File: src/rtl/lpjd_pkg.sv
// Shared types, constants and small helpers for the line position and junction detector.
// No dependencies; used by every file in rtl/.

package lpjd_pkg;

   localparam int SAMPLE_BITS_DEFAULT = 10;
   localparam int NUM_SENSORS         = 5;

   localparam int THR_W       = 10;
   localparam int STABLE_W    = 8;
   localparam int POS_W       = 11;
   localparam int EDGE_W      = 11;
   localparam int PEAK_W      = 10;
   localparam int TOTAL_W     = 13;
   localparam int JUNC_W      = 3;
   localparam int PACK_BITS   = 6;
   localparam int PACK_W      = PACK_BITS * NUM_SENSORS;
   localparam int IDX_W       = 3;
   localparam int CSR_INDEX_W = 2;
   localparam int CSR_DATA_W  = 10;

   // Quotient bits produced by the shared divider; every quotient is below 1024.
   localparam int QUOT_W      = 10;
   // Edge fraction is scaled by 256 (one sensor pitch in Q.8 is 256).
   localparam int FRAC_SHIFT  = 8;
   localparam int WEIGHT_UNIT = 500;

   localparam logic [THR_W-1:0]    THRESHOLD_RESET = 10'd512;
   localparam logic [THR_W-1:0]    WATER_RESET     = 10'd0;
   localparam logic [STABLE_W-1:0] STABLE_RESET    = 8'd40;
   localparam logic [STABLE_W-1:0] STABLE_MAX      = 8'd255;

   // Crossing at scan index c sits at EDGE_BASE + 256*c + frac; the right scan negates it.
   localparam logic signed [EDGE_W-1:0] EDGE_BASE = -11'sd704;
   localparam logic signed [EDGE_W-1:0] EDGE_NONE = 11'sd512;

   typedef enum logic [CSR_INDEX_W-1:0] {
      CSR_THRESHOLD     = 2'd0,
      CSR_WATER_LEVEL   = 2'd1,
      CSR_STABLE_NEEDED = 2'd2
   } csr_index_type;

   typedef enum logic [JUNC_W-1:0] {
      PAT_OTHER  = 3'd0,
      PAT_LEFT   = 3'd1,
      PAT_RIGHT  = 3'd2,
      PAT_TEE    = 3'd3,
      PAT_LOST   = 3'd4,
      PAT_NORMAL = 3'd5
   } pattern_type;

   typedef enum logic [2:0] {
      ST_IDLE,
      ST_ACCUM,
      ST_EDGE,
      ST_DIV_POS,
      ST_DIV_LEFT,
      ST_DIV_RIGHT,
      ST_OUTPUT
   } state_type;

   // Centroid weight of each sensor in units of WEIGHT_UNIT.
   function automatic logic signed [2:0] weight_units(input logic [IDX_W-1:0] idx);
      logic signed [2:0] w;
      case (idx)
         3'd0:    w = -3'sd2;
         3'd1:    w = -3'sd1;
         3'd3:    w = 3'sd1;
         3'd4:    w = 3'sd2;
         default: w = 3'sd0;
      endcase
      return w;
   endfunction

endpackage

File: src/rtl/lpjd_div.sv
// Shared restoring divider: one quotient bit per cycle, QUOT_W quotient bits per division.
// Depends on lpjd_pkg for QUOT_W.

module lpjd_div #(
   parameter int NUM_W = 21,
   parameter int DEN_W = 13
) (
   input  logic                        clock,
   input  logic                        reset,
   input  logic                        start,
   input  logic [NUM_W-1:0]            num,
   input  logic [DEN_W-1:0]            den,
   output logic                        done,
   output logic [lpjd_pkg::QUOT_W-1:0] quot
);

   localparam int QW    = lpjd_pkg::QUOT_W;
   localparam int SH_W  = DEN_W + QW - 1;
   localparam int REM_W = (NUM_W > SH_W) ? NUM_W : SH_W;
   localparam int CNT_W = $clog2(QW + 1);

   logic [REM_W-1:0] rem_ff, rem_in;
   logic [SH_W-1:0]  dsh_ff, dsh_in;
   logic [QW-1:0]    quot_ff, quot_in;
   logic [CNT_W-1:0] cnt_ff, cnt_in;
   logic             done_ff, done_in;

   always_comb begin
      rem_in  = rem_ff;
      dsh_in  = dsh_ff;
      quot_in = quot_ff;
      cnt_in  = cnt_ff;
      done_in = 1'b0;
      if (start) begin
         rem_in  = REM_W'(num);
         dsh_in  = SH_W'(den) << (QW - 1);
         quot_in = '0;
         cnt_in  = CNT_W'(QW);
      end else if (cnt_ff != '0) begin
         if (rem_ff >= REM_W'(dsh_ff)) begin
            rem_in  = rem_ff - REM_W'(dsh_ff);
            quot_in = {quot_ff[QW-2:0], 1'b1};
         end else begin
            quot_in = {quot_ff[QW-2:0], 1'b0};
         end
         dsh_in  = dsh_ff >> 1;
         cnt_in  = cnt_ff - CNT_W'(1);
         done_in = (cnt_ff == CNT_W'(1));
      end
   end

   always_ff @(posedge clock) begin
      if (reset) begin
         cnt_ff  <= '0;
         done_ff <= 1'b0;
      end else begin
         cnt_ff  <= cnt_in;
         done_ff <= done_in;
      end
   end

   always_ff @(posedge clock) begin
      rem_ff  <= rem_in;
      dsh_ff  <= dsh_in;
      quot_ff <= quot_in;
   end

   assign done = done_ff;
   assign quot = quot_ff;

endmodule

File: src/rtl/line_position_and_junction_detector.sv
// Top level of the line position and junction detector: sequencer, accumulators, edge search.
// Depends on lpjd_pkg and lpjd_div (shared serial divider).
//
//   channel | ports                                  | handshake
//   --------+----------------------------------------+-----------------------
//   req     | req_sensor_0 .. req_sensor_4           | req_valid / req_ready
//   rsp     | rsp_line_position .. rsp_packed_readings| rsp_valid / rsp_ready
//   csr     | csr_index, csr_data                    | csr_write_enable only
//
// An item goes from acceptance to rsp_valid through 5 accumulate steps, one edge
// search step, then three passes through the one 10-bit serial divider
// (centroid, left edge, right edge). req_ready returns the cycle after the
// result is taken, so a new item is accepted only after the last result is taken.
// Reset is synchronous and active high; it resets the sequencer, register values and history.
// A stalled result holds in the output registers; no new item is taken meanwhile.

module line_position_and_junction_detector #(
   parameter int SAMPLE_BITS = lpjd_pkg::SAMPLE_BITS_DEFAULT
) (
   input  logic                                clock,
   input  logic                                reset,

   input  logic                                csr_write_enable,
   input  logic [lpjd_pkg::CSR_INDEX_W-1:0]    csr_index,
   input  logic [lpjd_pkg::CSR_DATA_W-1:0]     csr_data,

   input  logic                                req_valid,
   output logic                                req_ready,
   input  logic [SAMPLE_BITS-1:0]              req_sensor_0,
   input  logic [SAMPLE_BITS-1:0]              req_sensor_1,
   input  logic [SAMPLE_BITS-1:0]              req_sensor_2,
   input  logic [SAMPLE_BITS-1:0]              req_sensor_3,
   input  logic [SAMPLE_BITS-1:0]              req_sensor_4,

   output logic                                rsp_valid,
   input  logic                                rsp_ready,
   output logic signed [lpjd_pkg::POS_W-1:0]   rsp_line_position,
   output logic signed [lpjd_pkg::EDGE_W-1:0]  rsp_left_edge,
   output logic signed [lpjd_pkg::EDGE_W-1:0]  rsp_right_edge,
   output logic [lpjd_pkg::PEAK_W-1:0]         rsp_peak_level,
   output logic [lpjd_pkg::TOTAL_W-1:0]        rsp_total_level,
   output logic [lpjd_pkg::JUNC_W-1:0]         rsp_junction,
   output logic [lpjd_pkg::PACK_W-1:0]         rsp_packed_readings
);

   localparam int NS    = lpjd_pkg::NUM_SENSORS;
   localparam int IW    = lpjd_pkg::IDX_W;
   localparam int THR_W = lpjd_pkg::THR_W;
   localparam int VW    = (SAMPLE_BITS > THR_W) ? SAMPLE_BITS : THR_W;
   localparam int SUM_W = VW + 3;
   localparam int S_W   = VW + 3;
   localparam int SA_W  = VW + 2;
   localparam int NUM_W = VW + 11;
   localparam int DEN_W = SUM_W;
   localparam int QW    = lpjd_pkg::QUOT_W;
   localparam int POS_W = lpjd_pkg::POS_W;
   localparam int EW    = lpjd_pkg::EDGE_W;
   localparam int SW    = lpjd_pkg::STABLE_W;

   lpjd_pkg::state_type state_ff, state_in;

   logic [THR_W-1:0] threshold_ff, threshold_in;
   logic [THR_W-1:0] water_ff, water_in;
   logic [SW-1:0]    stable_needed_ff, stable_needed_in;

   logic signed [POS_W-1:0] held_ff, held_in;
   logic [lpjd_pkg::JUNC_W-1:0] last_pat_ff, last_pat_in;
   logic [SW-1:0]    stable_cnt_ff, stable_cnt_in;

   logic [SAMPLE_BITS-1:0] raw_ff [NS];
   logic [VW-1:0]          v_ff [NS];
   logic [IW-1:0]          idx_ff, idx_in;

   logic [VW-1:0]         peak_ff, peak_in;
   logic [SUM_W-1:0]      total_ff, total_in;
   logic [SUM_W-1:0]      sum_ff, sum_in;
   logic signed [S_W-1:0] s_ff, s_in;

   logic          lc_found_ff, lc_found_in;
   logic [IW-1:0] lc_idx_ff, lc_idx_in;
   logic [VW-1:0] lc_prev_ff, lc_prev_in, lc_cur_ff, lc_cur_in;
   logic          rc_found_ff, rc_found_in;
   logic [IW-1:0] rc_idx_ff, rc_idx_in;
   logic [VW-1:0] rc_prev_ff, rc_prev_in, rc_cur_ff, rc_cur_in;

   logic [lpjd_pkg::JUNC_W-1:0] junc_ff, junc_in;
   logic signed [EW-1:0]        left_ff, left_in, right_ff, right_in;

   logic             div_start, div_done;
   logic [NUM_W-1:0] div_num;
   logic [DEN_W-1:0] div_den;
   logic [QW-1:0]    div_quot;

   logic                  req_fire;
   logic [VW-1:0]         thr_ext, water_ext, raw_sel, v_cur;
   logic signed [S_W-1:0] v_sx;
   logic [SA_W-1:0]       s_abs;
   logic [VW-1:0]         lprev [NS];
   logic [VW-1:0]         rprev [NS];
   logic [VW-1:0]         rcur  [NS];
   logic [NS-1:0]         hi, lo;
   logic [lpjd_pkg::JUNC_W-1:0] pat;
   logic [SW-1:0]         cnt_next;
   logic signed [POS_W-1:0] q_pos;
   logic signed [EW-1:0]  edge_left, edge_right;

   lpjd_div #(
      .NUM_W (NUM_W),
      .DEN_W (DEN_W)
   ) u_div (
      .clock (clock),
      .reset (reset),
      .start (div_start),
      .num   (div_num),
      .den   (div_den),
      .done  (div_done),
      .quot  (div_quot)
   );

   assign req_ready = (state_ff == lpjd_pkg::ST_IDLE);
   assign req_fire  = req_valid && req_ready;
   assign thr_ext   = VW'(threshold_ff);
   assign water_ext = VW'(water_ff);

   // Corrected reading of the sensor under the accumulate step.
   assign raw_sel = VW'(raw_ff[idx_ff]);
   assign v_cur   = (raw_sel > water_ext) ? (raw_sel - water_ext) : '0;
   assign v_sx    = $signed(S_W'(v_cur));
   assign s_abs   = s_ff[S_W-1] ? SA_W'(-s_ff) : SA_W'(s_ff);

   // Crossing candidates: left scan runs sensor 0 upward, right scan sensor 4 downward.
   always_comb begin
      lprev[0] = '0;
      rprev[0] = '0;
      for (int c = 0; c < NS; c++) begin
         rcur[c] = v_ff[NS-1-c];
      end
      for (int c = 1; c < NS; c++) begin
         lprev[c] = v_ff[c-1];
         rprev[c] = v_ff[NS-c];
      end
   end

   // Raw pattern against threshold, strict compares both ways.
   always_comb begin
      for (int i = 0; i < NS; i++) begin
         hi[i] = VW'(raw_ff[i]) > thr_ext;
         lo[i] = VW'(raw_ff[i]) < thr_ext;
      end
      if (hi[0] && hi[1] && hi[2] && lo[3] && lo[4]) begin
         pat = lpjd_pkg::PAT_LEFT;
      end else if (lo[0] && lo[1] && hi[2] && hi[3] && hi[4]) begin
         pat = lpjd_pkg::PAT_RIGHT;
      end else if (&hi) begin
         pat = lpjd_pkg::PAT_TEE;
      end else if (&lo) begin
         pat = lpjd_pkg::PAT_LOST;
      end else if (hi[1] || hi[2] || hi[3]) begin
         pat = lpjd_pkg::PAT_NORMAL;
      end else begin
         pat = lpjd_pkg::PAT_OTHER;
      end
      if (pat == last_pat_ff) begin
         cnt_next = (stable_cnt_ff == lpjd_pkg::STABLE_MAX) ? stable_cnt_ff
                                                            : stable_cnt_ff + SW'(1);
      end else begin
         cnt_next = '0;
      end
   end

   assign q_pos      = POS_W'(div_quot);
   assign edge_left  = lpjd_pkg::EDGE_BASE + (EW'(lc_idx_ff) << lpjd_pkg::FRAC_SHIFT)
                       + EW'(div_quot);
   assign edge_right = lpjd_pkg::EDGE_BASE + (EW'(rc_idx_ff) << lpjd_pkg::FRAC_SHIFT)
                       + EW'(div_quot);

   // Sequencer: next state, divider start and operand select.
   always_comb begin
      state_in  = state_ff;
      div_start = 1'b0;
      div_num   = NUM_W'(s_abs) * NUM_W'(lpjd_pkg::WEIGHT_UNIT);
      div_den   = (sum_ff == '0) ? DEN_W'(1) : sum_ff;
      unique case (state_ff)
         lpjd_pkg::ST_IDLE: begin
            if (req_fire) state_in = lpjd_pkg::ST_ACCUM;
         end
         lpjd_pkg::ST_ACCUM: begin
            if (idx_ff == IW'(NS - 1)) state_in = lpjd_pkg::ST_EDGE;
         end
         lpjd_pkg::ST_EDGE: begin
            div_start = 1'b1;
            state_in  = lpjd_pkg::ST_DIV_POS;
         end
         lpjd_pkg::ST_DIV_POS: begin
            div_num = NUM_W'(thr_ext - lc_prev_ff) << lpjd_pkg::FRAC_SHIFT;
            div_den = lc_found_ff ? DEN_W'(lc_cur_ff - lc_prev_ff) : DEN_W'(1);
            if (div_done) begin
               div_start = 1'b1;
               state_in  = lpjd_pkg::ST_DIV_LEFT;
            end
         end
         lpjd_pkg::ST_DIV_LEFT: begin
            div_num = NUM_W'(thr_ext - rc_prev_ff) << lpjd_pkg::FRAC_SHIFT;
            div_den = rc_found_ff ? DEN_W'(rc_cur_ff - rc_prev_ff) : DEN_W'(1);
            if (div_done) begin
               div_start = 1'b1;
               state_in  = lpjd_pkg::ST_DIV_RIGHT;
            end
         end
         lpjd_pkg::ST_DIV_RIGHT: begin
            if (div_done) state_in = lpjd_pkg::ST_OUTPUT;
         end
         lpjd_pkg::ST_OUTPUT: begin
            if (rsp_ready) state_in = lpjd_pkg::ST_IDLE;
         end
         default: state_in = lpjd_pkg::ST_IDLE;
      endcase
   end

   // Datapath next values.
   always_comb begin
      threshold_in     = threshold_ff;
      water_in         = water_ff;
      stable_needed_in = stable_needed_ff;
      held_in          = held_ff;
      last_pat_in      = last_pat_ff;
      stable_cnt_in    = stable_cnt_ff;
      idx_in           = idx_ff;
      peak_in          = peak_ff;
      total_in         = total_ff;
      sum_in           = sum_ff;
      s_in             = s_ff;
      lc_found_in      = lc_found_ff;
      lc_idx_in        = lc_idx_ff;
      lc_prev_in       = lc_prev_ff;
      lc_cur_in        = lc_cur_ff;
      rc_found_in      = rc_found_ff;
      rc_idx_in        = rc_idx_ff;
      rc_prev_in       = rc_prev_ff;
      rc_cur_in        = rc_cur_ff;
      junc_in          = junc_ff;
      left_in          = left_ff;
      right_in         = right_ff;

      if (csr_write_enable) begin
         unique case (lpjd_pkg::csr_index_type'(csr_index))
            lpjd_pkg::CSR_THRESHOLD:     threshold_in     = csr_data[THR_W-1:0];
            lpjd_pkg::CSR_WATER_LEVEL:   water_in         = csr_data[THR_W-1:0];
            lpjd_pkg::CSR_STABLE_NEEDED: stable_needed_in = csr_data[SW-1:0];
            default: ;
         endcase
      end

      case (state_ff)
         lpjd_pkg::ST_IDLE: begin
            if (req_fire) begin
               idx_in   = '0;
               peak_in  = '0;
               total_in = '0;
               sum_in   = '0;
               s_in     = '0;
            end
         end
         lpjd_pkg::ST_ACCUM: begin
            idx_in   = idx_ff + IW'(1);
            if (v_cur > peak_ff) peak_in = v_cur;
            total_in = total_ff + SUM_W'(v_cur);
            if (v_cur > thr_ext) begin
               sum_in = sum_ff + SUM_W'(v_cur);
               case (lpjd_pkg::weight_units(idx_ff))
                  3'sd2:   s_in = s_ff + (v_sx <<< 1);
                  3'sd1:   s_in = s_ff + v_sx;
                  -3'sd1:  s_in = s_ff - v_sx;
                  -3'sd2:  s_in = s_ff - (v_sx <<< 1);
                  default: s_in = s_ff;
               endcase
            end
         end
         lpjd_pkg::ST_EDGE: begin
            // Walk high to low so the first crossing in scan order wins.
            lc_found_in = 1'b0;
            rc_found_in = 1'b0;
            for (int c = NS - 1; c >= 0; c--) begin
               if (lprev[c] < thr_ext && v_ff[c] > thr_ext) begin
                  lc_found_in = 1'b1;
                  lc_idx_in   = IW'(c);
                  lc_prev_in  = lprev[c];
                  lc_cur_in   = v_ff[c];
               end
               if (rprev[c] < thr_ext && rcur[c] > thr_ext) begin
                  rc_found_in = 1'b1;
                  rc_idx_in   = IW'(c);
                  rc_prev_in  = rprev[c];
                  rc_cur_in   = rcur[c];
               end
            end
            last_pat_in   = pat;
            stable_cnt_in = cnt_next;
            if (cnt_next >= stable_needed_ff && pat != lpjd_pkg::PAT_OTHER
                && pat != lpjd_pkg::PAT_NORMAL) begin
               junc_in = pat;
            end else begin
               junc_in = lpjd_pkg::PAT_OTHER;
            end
         end
         lpjd_pkg::ST_DIV_POS: begin
            // Hold the last position when no reading is above threshold.
            if (div_done && sum_ff != '0) begin
               held_in = s_ff[S_W-1] ? -q_pos : q_pos;
            end
         end
         lpjd_pkg::ST_DIV_LEFT: begin
            if (div_done) left_in = lc_found_ff ? edge_left : lpjd_pkg::EDGE_NONE;
         end
         lpjd_pkg::ST_DIV_RIGHT: begin
            if (div_done) right_in = rc_found_ff ? -edge_right : -lpjd_pkg::EDGE_NONE;
         end
         default: ;
      endcase
   end

   always_ff @(posedge clock) begin
      if (reset) begin
         state_ff         <= lpjd_pkg::ST_IDLE;
         threshold_ff     <= lpjd_pkg::THRESHOLD_RESET;
         water_ff         <= lpjd_pkg::WATER_RESET;
         stable_needed_ff <= lpjd_pkg::STABLE_RESET;
         held_ff          <= '0;
         last_pat_ff      <= lpjd_pkg::PAT_OTHER;
         stable_cnt_ff    <= '0;
         idx_ff           <= '0;
      end else begin
         state_ff         <= state_in;
         threshold_ff     <= threshold_in;
         water_ff         <= water_in;
         stable_needed_ff <= stable_needed_in;
         held_ff          <= held_in;
         last_pat_ff      <= last_pat_in;
         stable_cnt_ff    <= stable_cnt_in;
         idx_ff           <= idx_in;
      end
   end

   always_ff @(posedge clock) begin
      if (req_fire) begin
         raw_ff[0] <= req_sensor_0;
         raw_ff[1] <= req_sensor_1;
         raw_ff[2] <= req_sensor_2;
         raw_ff[3] <= req_sensor_3;
         raw_ff[4] <= req_sensor_4;
      end
      if (state_ff == lpjd_pkg::ST_ACCUM) v_ff[idx_ff] <= v_cur;
      peak_ff     <= peak_in;
      total_ff    <= total_in;
      sum_ff      <= sum_in;
      s_ff        <= s_in;
      lc_found_ff <= lc_found_in;
      lc_idx_ff   <= lc_idx_in;
      lc_prev_ff  <= lc_prev_in;
      lc_cur_ff   <= lc_cur_in;
      rc_found_ff <= rc_found_in;
      rc_idx_ff   <= rc_idx_in;
      rc_prev_ff  <= rc_prev_in;
      rc_cur_ff   <= rc_cur_in;
      junc_ff     <= junc_in;
      left_ff     <= left_in;
      right_ff    <= right_in;
   end

   always_comb begin
      for (int i = 0; i < NS; i++) begin
         rsp_packed_readings[lpjd_pkg::PACK_W-1-lpjd_pkg::PACK_BITS*i -: lpjd_pkg::PACK_BITS] =
            raw_ff[i][SAMPLE_BITS-1 -: lpjd_pkg::PACK_BITS];
      end
   end

   assign rsp_valid         = (state_ff == lpjd_pkg::ST_OUTPUT);
   assign rsp_line_position = held_ff;
   assign rsp_left_edge     = left_ff;
   assign rsp_right_edge    = right_ff;
   assign rsp_peak_level    = peak_ff[lpjd_pkg::PEAK_W-1:0];
   assign rsp_total_level   = total_ff[lpjd_pkg::TOTAL_W-1:0];
   assign rsp_junction      = junc_ff;

endmodule

File: config.mk
export PLATFORM = sky130hd
export DESIGN_NAME = line_position_and_junction_detector
export DESIGN_NICKNAME = d
export VERILOG_FILES = /design/src/rtl/lpjd_pkg.sv /design/src/rtl/lpjd_div.sv /design/src/rtl/line_position_and_junction_detector.sv
export SDC_FILE = /design/constraint.sdc
export NUM_CORES = 1
export LEC_CHECK = 0
export BUFFER_PORTS_ARGS = -buffer_cell sky130_fd_sc_hd__buf_4
export CORE_MARGIN = 3
export CORE_UTILIZATION = 38
export CTS_CLUSTER_SIZE = 20
export DETAILED_ROUTE_END_ITERATION = 7
export GPL_TIMING_DRIVEN = 0
export HOLD_SLACK_MARGIN = 0.08
export PLACE_DENSITY = 0.63
export SYNTH_ARGS = -nofsm -noshare
export SYNTH_HDL_FRONTEND = slang
export SYNTH_SLANG_ARGS = --single-unit
export TNS_END_PERCENT = 10
File: constraint.sdc
create_clock -name clock -period 8.5 [get_ports clock]
set_input_delay 0.85 -clock clock [delete_from_list [all_inputs] [get_ports clock]]
set_output_delay 0.85 -clock clock [all_outputs]
set_load 0.01 [all_outputs]
==> impl_metrics.yaml, run 1 <==
worst_setup_path:
  worstRegToRegCells: 26
  crit_fanout: 10
  arrival_ns: 8.32
  critical_path_class: "register to register"
  worstPathRequired_ns: 8.92
  cp-end-kind: "register"
  r2r_slack_ns: 0.60
  startpoint_type: "register"
  r2r-end: "s_ff[12]"
floorplanning:
  io_pins: 158
  die-area_mm2: 0.0709
  chipHeight_um: 266
  initial_core_util_pct: 38.7
  placeableCoreArea_mm2: 0.0665
  die_w_um: 266
  rows: 94
yosys:
  synthDistinctLibCells: 81
  synth_most_common_cell: "ha_1"
  synthTopCellsByCount: "316 x ha_1, 257 x inv_1, 256 x edfxtp_1"
  yosys_warnings: 0
  synth_edf_count: 256
  ys_top_cells_by_area: "edfxtp_1 30%, ha_1 15%, dfxtp_1 6.5%"
  syn-num-nets: 3141
  yosysTopAreaCellShare_pct: 29.9
  syn_area_mm2: 0.0257
  seq_area_frac_synth_pct: 36.4
  ys_seq_elements: 340
  syn_area_per_cell_um2: 9.50
  synthCells: 2710
  synth_top_cell_by_area: "edfxtp_1"
  synthFlopType: "edfxtp_1"
  synth-async-reset-ratio_pct: 0
timing:
  fin_ws_ns: 0.603
  rsz0062_at_grt: "false"
  hold_viol_final: 0
  max_freq_ghz: 0.127
  relSlewSlack_pct: 6.58
  finalCritPeriodShare_pct: 92.9
  period_needed_ns: 7.90
  fin_skew_ns: 0.0177
  slew_violations: 0
  tightest_slew_ns: 1.40
  setup_viol: 0
  tns_ns: 0
grt:
  antenna_found_initial: 0
  grt_usage_pct: 21.9
  grt_pass1_vias: 20400
  grt_pass1_wl_um: 121000
  grt-ovfl-total: 0
  grt_max_degree: 39
clock_tree:
  cts_hold_buffers: 0
  clockRootBuffer: "clkbuf_16"
  cts_resized: 0
  h-tree-depth: 2
  clk_pin_slew_ns: 0.06
  cts_tree: "yes"
  clockBufferDepth: 3
  clock_latency_ns: 0.58
  cts_buffers: 41
  clock_sinks: 340
  post_cts_buffers: 0
hold_path:
  worstHoldPathCells: 1
  hold_class: "primary input to register"
  hp-start: "req_sensor_4[9]"
  hold_path_end: "raw_ff[4][9]"
place:
  placement.io_buffers: 157
  gp_congestion: 0.955
  pre_cts_ws_ns: 0.631
  place_inst: 3737
  dp_hpwl_um: 60400
  dpl-instance-area_mm2: 0.0281
finish:
  antenna_cells: 0
  final_nets: 3347
  fin_area_mm2: 0.0296
  drive_above_1_share_pct: 11.5
  final_cell_count_no_fill: 3813
  area_growth_pct: 14.9
  fillers: 6433
detailed_routing:
  detail_route.wl_per_cell_um: 20.5
  vias: 21200
  remaining_drc_errors: 0
  ant_nets: 0
  first_pass_iters: 6
  totalWireLength_um: 78200
  drt_iter0_markers: 1941
  via_per_inst: 5.55
flow_run:
  maxCapViolations: 0
status:
  outcome: "completed"
==> layer usage <==
layer  wire length, um  GRT usage, %  up-vias
li1                  -             -    10200
met1             36200          31.1    10100
met2             33800          34.2      741
met3              5770          3.67      135
met4              2440          6.56        0
met5                 0             0        -
==> cell type report <==
type | instances | area (um^2) | share of cell area [%]
buffer | 121 | 574 | 1.94
inverter | 257 | 965 | 3.26
tap | 864 | 1080 | 3.65
clock inverter | 17 | 209 | 0.706
clock buffer | 59 | 1260 | 4.27
sequential | 340 | 9370 | 31.7
multi-input combinational | 1992 | 14900 | 50.3
timing repair buffer | 163 | 1240 | 4.20
==> layout by cell type (no fill, tap or decap), types with 24 or more instances in the layout <==
cell type	synthesis	routed
edfxtp_1	256	256
mux2i_1	31	31
nor3_1	52	49
a21oi_1	232	232
nor2_1	211	210
a21o_1	56	56
a31oi_1	34	33
clkbuf_1	82	87
and2_1	30	30
fa_1	48	48
a211oi_1	24	24
inv_1	257	256
xnor2_1	91	91
ha_1	316	316
nand3_1	73	73
buf_4	30	190
and3_1	26	26
nor2b_1	33	33
clkbuf_16	0	46
o21ai_0	116	115
mux2_2	29	29
dfxtp_1	84	84
xor2_1	38	38
nand2_1	192	192
==> sequential cells by signal, indices dropped and copies added, names as in the netlist, 11 cells and up, named ones only <==
| register | cells |
|---|---|
| raw_ff | 50 |
| v_ff | 50 |
| u_div.dsh_ff | 22 |
| u_div.rem_ff | 22 |
| rsp_total_level | 13 |
| s_ff | 13 |
| sum_ff | 13 |
| rsp_left_edge | 11 |
| rsp_line_position | 11 |
| rsp_right_edge | 11 |
==> logic make-up (layout without fill, tap and decap cells) <==
| logic type | after synthesis | after routing | share of synthesized area, % |
|---|---|---|---|
| buffers and inverters | 378 | 617 | 5.98 |
| flip-flops | 340 | 340 | 36.4 |
| multiplexers | 70 | 70 | 3.35 |
| adder cells (fa/ha/maj) | 364 | 364 | 19.1 |
| AND/OR/NAND/NOR | 751 | 751 | 14.1 |
| XOR/XNOR | 129 | 129 | 4.39 |
| AO/OA/AOI/OAI | 678 | 678 | 16.8 |
==> worst max-delay path by stage <==
stage	end	slack, ns
floorplan	s_ff[12]	2.33
global placement	s_ff[4]	0.30
detailed placement	s_ff[12]	0.63
CTS	s_ff[12]	0.59
global route	s_ff[12]	0.01
finish	s_ff[12]	0.60
==> worst max-delay path, stage by stage (launching register included) <==
cell,delay (ns)
dfxtp_1,0.33
clkbuf_1,0.70
mux4_2,0.61
mux2_2,0.28
ha_1,0.27
clkbuf_1,0.29
nand3_1,0.11
a21oi_1,0.23
nor4_1,0.16
or2_2,0.31
clkbuf_1,0.19
nor2_1,0.87
inv_1,0.33
ha_1,0.40
nand2_1,0.07
o21a_1,0.19
inv_1,0.07
fa_1,0.40
nand2b_1,0.17
a21bo_2,0.22
a21boi_0,0.34
nor4_1,0.12
o31ai_1,0.35
o41ai_1,0.14
xnor2_1,0.14
mux2i_1,0.23
mux2i_1,0.22
==> metrics by stage <==
| step | hold WS [ns] | utilization (%) |
|---|---|---|
| floorplan | 0.436 | - |
| global placement | 0.442 | 42.1 |
| detailed placement | 0.450 | 42.3 |
| CTS | 0.402 | 44.5 |
| global route | 0.416 | 44.5 |
| finish | 0.446 | 44.5 |
Power of run 1 is not shown: default switching activity piles up to over one toggle a cycle in this logic, so the estimate is an artifact.
==> run 2: changes to the inputs <==
--- a/config.mk
+++ b/config.mk
@@ -6,12 +6,14 @@
 export NUM_CORES = 1
 export LEC_CHECK = 0
 export BUFFER_PORTS_ARGS = -buffer_cell sky130_fd_sc_hd__buf_4
+export CORE_ASPECT_RATIO = 1.75
 export CORE_MARGIN = 3
 export CORE_UTILIZATION = 38
 export CTS_CLUSTER_SIZE = 20
 export DETAILED_ROUTE_END_ITERATION = 7
 export GPL_TIMING_DRIVEN = 0
 export HOLD_SLACK_MARGIN = 0.08
+export MAX_ROUTING_LAYER = met4
 export PLACE_DENSITY = 0.63
 export SYNTH_ARGS = -nofsm -noshare
 export SYNTH_HDL_FRONTEND = slang
==> constraint.sdc (replaced) <==
create_clock -name clock -period 9.7 [get_ports clock]
set_input_delay 0.97 -clock clock [delete_from_list [all_inputs] [get_ports clock]]
set_output_delay 0.97 -clock clock [all_outputs]
set_load 0.01 [all_outputs]
==> impl_metrics.yaml, run 2 (synthesis gave the netlist of run 1 again) <==
status:
  outcome: "finished with violations"
  failed_checks: "max-capacitance violations, max-slew violations"
finish:
  layout_common_cells: "316 x ha_1, 256 x inv_1, 256 x edfxtp_1"
  reg_top3: "raw_ff x50, v_ff x50"
  drive_above_1_share_pct: 11.5
  ff_latch_area_mm2: 0.00937
  final_cell_count_no_fill: 3834
  layout_commonest_cell: "ha_1"
  multiInputGateArea_mm2: 0.0149
  antenna_cells: 0
  fillers: 6506
  area_growth_pct: 14.5
  final_nets: 3346
floorplanning:
  io_pins: 158
  rows: 125
  die_w_um: 203
  initial_core_util_pct: 38.6
  die-area_mm2: 0.0710
  chipHeight_um: 350
  placeableCoreArea_mm2: 0.0668
worst_setup_path:
  cpPeakStageDelay_ns: 1.18
  arrival_ns: 9.00
  cp_common_cell: "clkbuf_1"
  startpoint_type: "register"
  cp_slowest_cell: "nor2_1"
  worstPathRequired_ns: 10.14
  critical_path_class: "register to register"
  cp-end-kind: "register"
  crit_fanout: 10
grt:
  grt_pass1_vias: 22000
  met3_usage_pct: 2.99
  grt-ovfl-total: 0
  antenna_found_initial: 0
  grt_max_degree: 45
  grt_pass1_wl_um: 126000
  grt_usage_pct: 23.8
  use_met1_pct: 22.4
  gr-usage-met2_pct: 44.4
  top_usage_layer: "met2"
detailed_routing:
  vias: 21100
  first_pass_iters: 6
  ant_nets: 0
  drt_iter0_markers: 1307
  totalWireLength_um: 82700
  detail_route.wl_per_cell_um: 21.6
  via_per_inst: 5.51
  remaining_drc_errors: 0
place:
  place_inst: 3764
  dp_hpwl_um: 67000
  placement.io_buffers: 157
  gp_congestion: 0.967
  pre_cts_ws_ns: 1.27
timing:
  rsz0062_at_grt: "false"
  finalCritPeriodShare_pct: 88.2
  slew_violations: 11
  relSlewSlack_pct: -1.72
  setup_viol: 0
  max_freq_ghz: 0.117
  fin_skew_ns: 0.0287
  period_needed_ns: 8.56
  hold_viol_final: 0
  tightest_slew_ns: 1.52
  fin_ws_ns: 1.14
  tns_ns: 0
clock_tree:
  clockRootBuffer: "clkbuf_16"
  cts_buffers: 38
  clockBufferDepth: 3
  clock_sinks: 340
  h-tree-depth: 2
  cts_tree: "yes"
  post_cts_buffers: 0
  clock_latency_ns: 0.59
  cts_hold_buffers: 0
  clk_pin_slew_ns: 0.07
  cts_resized: 0
hold_path:
  hold_class: "register to register"
flow_run:
  maxCapViolations: 1
-- run 2: changes by cell type in the layout (fill, tap and decap cells not counted), moves of 2 or more --
cell / previous run / this run
clkbuf_16: 46 / 38
inv_6: 0 / 6
bufinv_16: 2 / 4
clkbuf_8: 6 / 3
clkinv_1: 0 / 2
clkbuf_1: 87 / 82
-- run 2: path summary, 6_finish.rpt --
check | depth (start not counted) | slack [ns] | to | from
hold reg to reg | 2 | 0.47 | last_pat_ff[0] | last_pat_ff[0]
setup / recovery | 26 | 1.14 | s_ff[12] | register
hold / removal | 2 | 0.47 | last_pat_ff[0] | last_pat_ff[0]
setup reg to reg | 26 | 1.14 | s_ff[12] | register
-- run 2: layout make-up --
class                           count  share of cell area, %
Multi-Input combinational cell   1992                   50.5
Sequential cell                   340                   31.8
Timing Repair Buffer              165                   4.31
Tap cell                          889                   3.77
Clock buffer                       44                   3.42
Inverter                          257                   3.27
Buffer                            121                   1.95
Clock inverter                     26                  0.989
-- run 2: per-layer routing --
layer / part of all wire [%] / wire (um)
met1: 34 / 28300
met2: 53 / 43800
met3: 4.2 / 3460
met4: 8.6 / 7110
met5: 0 / 0
-- run 2: stage by stage --
| step | hold WS (ns) | area [um^2] | util (%) |
|---|---|---|---|
| floorplan | 0.436 | 25700 | - |
| global placement | 0.444 | 28000 | 42.0 |
| detailed placement | 0.461 | 28200 | 42.2 |
| CTS | 0.470 | 29500 | 44.1 |
| global route | 0.491 | 29500 | 44.1 |
| finish | 0.470 | 29500 | 44.1 |
-- run 2: worst max-delay path: cells and delay by family (launching register included) --
family | cells | cell delay, ns
and+or+nand+nor | 7 | 2.16
buffers and inverters | 5 | 1.75
AOI/OAI and AO/OA | 6 | 1.50
muxes | 4 | 1.39
adders and majority gates | 3 | 1.15
DFF | 1 | 0.32
xor gates and xnor gates | 1 | 0.14
Power of run 2 is left out for the same reason.
==> run 3: changes to the inputs <==
==> constraint.sdc (replaced) <==
create_clock -name clock -period 8.6 [get_ports clock]
set_input_delay 0.86 -clock clock [delete_from_list [all_inputs] [get_ports clock]]
set_output_delay 0.86 -clock clock [all_outputs]
set_load 0.01 [all_outputs]
==> impl_metrics.yaml, run 3 (synthesis gave the netlist of run 1 again) <==
status:
  outcome: "completed"
clock_tree:
  h-tree-depth: 2
  clockRootBuffer: "clkbuf_16"
  post_cts_buffers: 0
  cts_tree: "yes"
  clk_pin_slew_ns: 0.07
  clock_sinks: 340
  clock_latency_ns: 0.59
  cts_hold_buffers: 0
  clockBufferDepth: 3
  cts_buffers: 38
detailed_routing:
  remaining_drc_errors: 0
  drt_iter0_markers: 1315
  via_per_inst: 5.53
  detail_route.wl_per_cell_um: 21.6
  vias: 21200
  totalWireLength_um: 82900
  ant_nets: 0
  first_pass_iters: 5
finish:
  layout_commonest_cell: "ha_1"
  final_nets: 3346
  ff_latch_area_mm2: 0.00937
  reg_top3: "raw_ff x50, v_ff x50"
  antenna_cells: 0
  layout_common_cells: "316 x ha_1, 256 x inv_1, 256 x edfxtp_1"
  fillers: 6506
  area_growth_pct: 14.5
  multiInputGateArea_mm2: 0.0149
  drive_above_1_share_pct: 11.5
worst_setup_path:
  cp-end-kind: "register"
  startpoint_type: "register"
  critical_path_class: "register to register"
  crit_fanout: 10
  worstRegToRegCells: 26
  arrival_ns: 8.46
  r2r_slack_ns: 0.58
  worstPathRequired_ns: 9.04
place:
  gp_congestion: 0.967
  placement.io_buffers: 157
  dp_hpwl_um: 67000
timing:
  rsz0062_at_grt: "false"
  hold_viol_final: 0
  finalCritPeriodShare_pct: 93.2
  tightest_slew_ns: 1.18
  tns_ns: 0
  fin_skew_ns: 0.0293
  slew_violations: 0
  max_freq_ghz: 0.125
  setup_viol: 0
  relSlewSlack_pct: 21.3
  period_needed_ns: 8.02
floorplanning:
  die-area_mm2: 0.0710
  rows: 125
  initial_core_util_pct: 38.6
  placeableCoreArea_mm2: 0.0668
  chipHeight_um: 350
  die_w_um: 203
  io_pins: 158
grt:
  grt_pass1_wl_um: 126000
  grt-ovfl-total: 0
  grt_pass1_vias: 22000
  grt_max_degree: 45
  grt_usage_pct: 23.8
  antenna_found_initial: 0
hold_path:
  hold_class: "primary input to register"
  worstHoldPathCells: 1
flow_run:
  maxCapViolations: 0
## run 3: changes by cell type in the layout (fill, tap and decap cells not counted)
cell / change
nor2_1: -1
nor2_2: +1
## run 3: path summary, 6_finish.rpt
| check | start | to |
|---|---|---|
| setup / recovery | register | s_ff[12] |
| hold / removal | req_sensor_0[7] | raw_ff[0][7] |
| setup reg to reg | register | s_ff[12] |
| hold reg to reg | last_pat_ff[0] | last_pat_ff[0] |
## run 3: critical path: stages, from the launching register on
cell	delay, ns
dfxtp_1	0.32
clkbuf_1	0.70
mux4_2	0.64
mux2_2	0.32
ha_1	0.29
clkbuf_1	0.29
nand3_1	0.12
a21oi_1	0.26
nor4_1	0.16
or2_2	0.31
clkbuf_1	0.22
nor2_2	0.77
inv_1	0.39
ha_1	0.40
nand2_1	0.06
o21a_1	0.18
inv_1	0.07
fa_1	0.42
nand2b_1	0.18
a21bo_2	0.23
a21boi_0	0.33
nor4_1	0.14
o31ai_1	0.37
o41ai_1	0.13
xnor2_1	0.14
mux2i_1	0.21
mux2i_1	0.22
## run 3: final cells by class
type / count / share of cell area, %
Buffer: 121 / 1.95
Clock buffer: 44 / 3.42
Clock inverter: 26 / 0.989
Inverter: 257 / 3.27
Multi-Input combinational cell: 1992 / 50.5
Sequential cell: 340 / 31.8
Tap cell: 889 / 3.77
Timing Repair Buffer: 165 / 4.31
## run 3: metal layers
metal | share of wire, % | up-vias | global-route usage [%]
li1 | - | 10200 | -
met4 | 8.6 | 0 | 16.8
met5 | 0 | - | -
met3 | 4.0 | 273 | 2.99
met2 | 53 | 618 | 44.4
met1 | 34 | 10100 | 22.4
## run 3: repair_timing
action | 4_1_cts | 5_1_grt
setup endpoints to repair | 0 | 3
resized for setup | 0 | 1
endpoints found under the hold margin | 0 | 0
## run 3: stage by stage
stage                     worst slack [ns]  instance area, um^2  util, %  std cells  hold slack, ns
after CTS                            0.143                29500     44.1       3834           0.425
after floorplan                       2.43                25700        -       2710           0.436
after global routing                 0.172                29500     44.1       3834           0.443
final                                0.582                29500     44.1       3834           0.457
after global placement               0.242                28000     42.0       3756           0.444
after detailed placement             0.173                28200     42.2       3764           0.461
Power of run 3 is left out for the same reason.
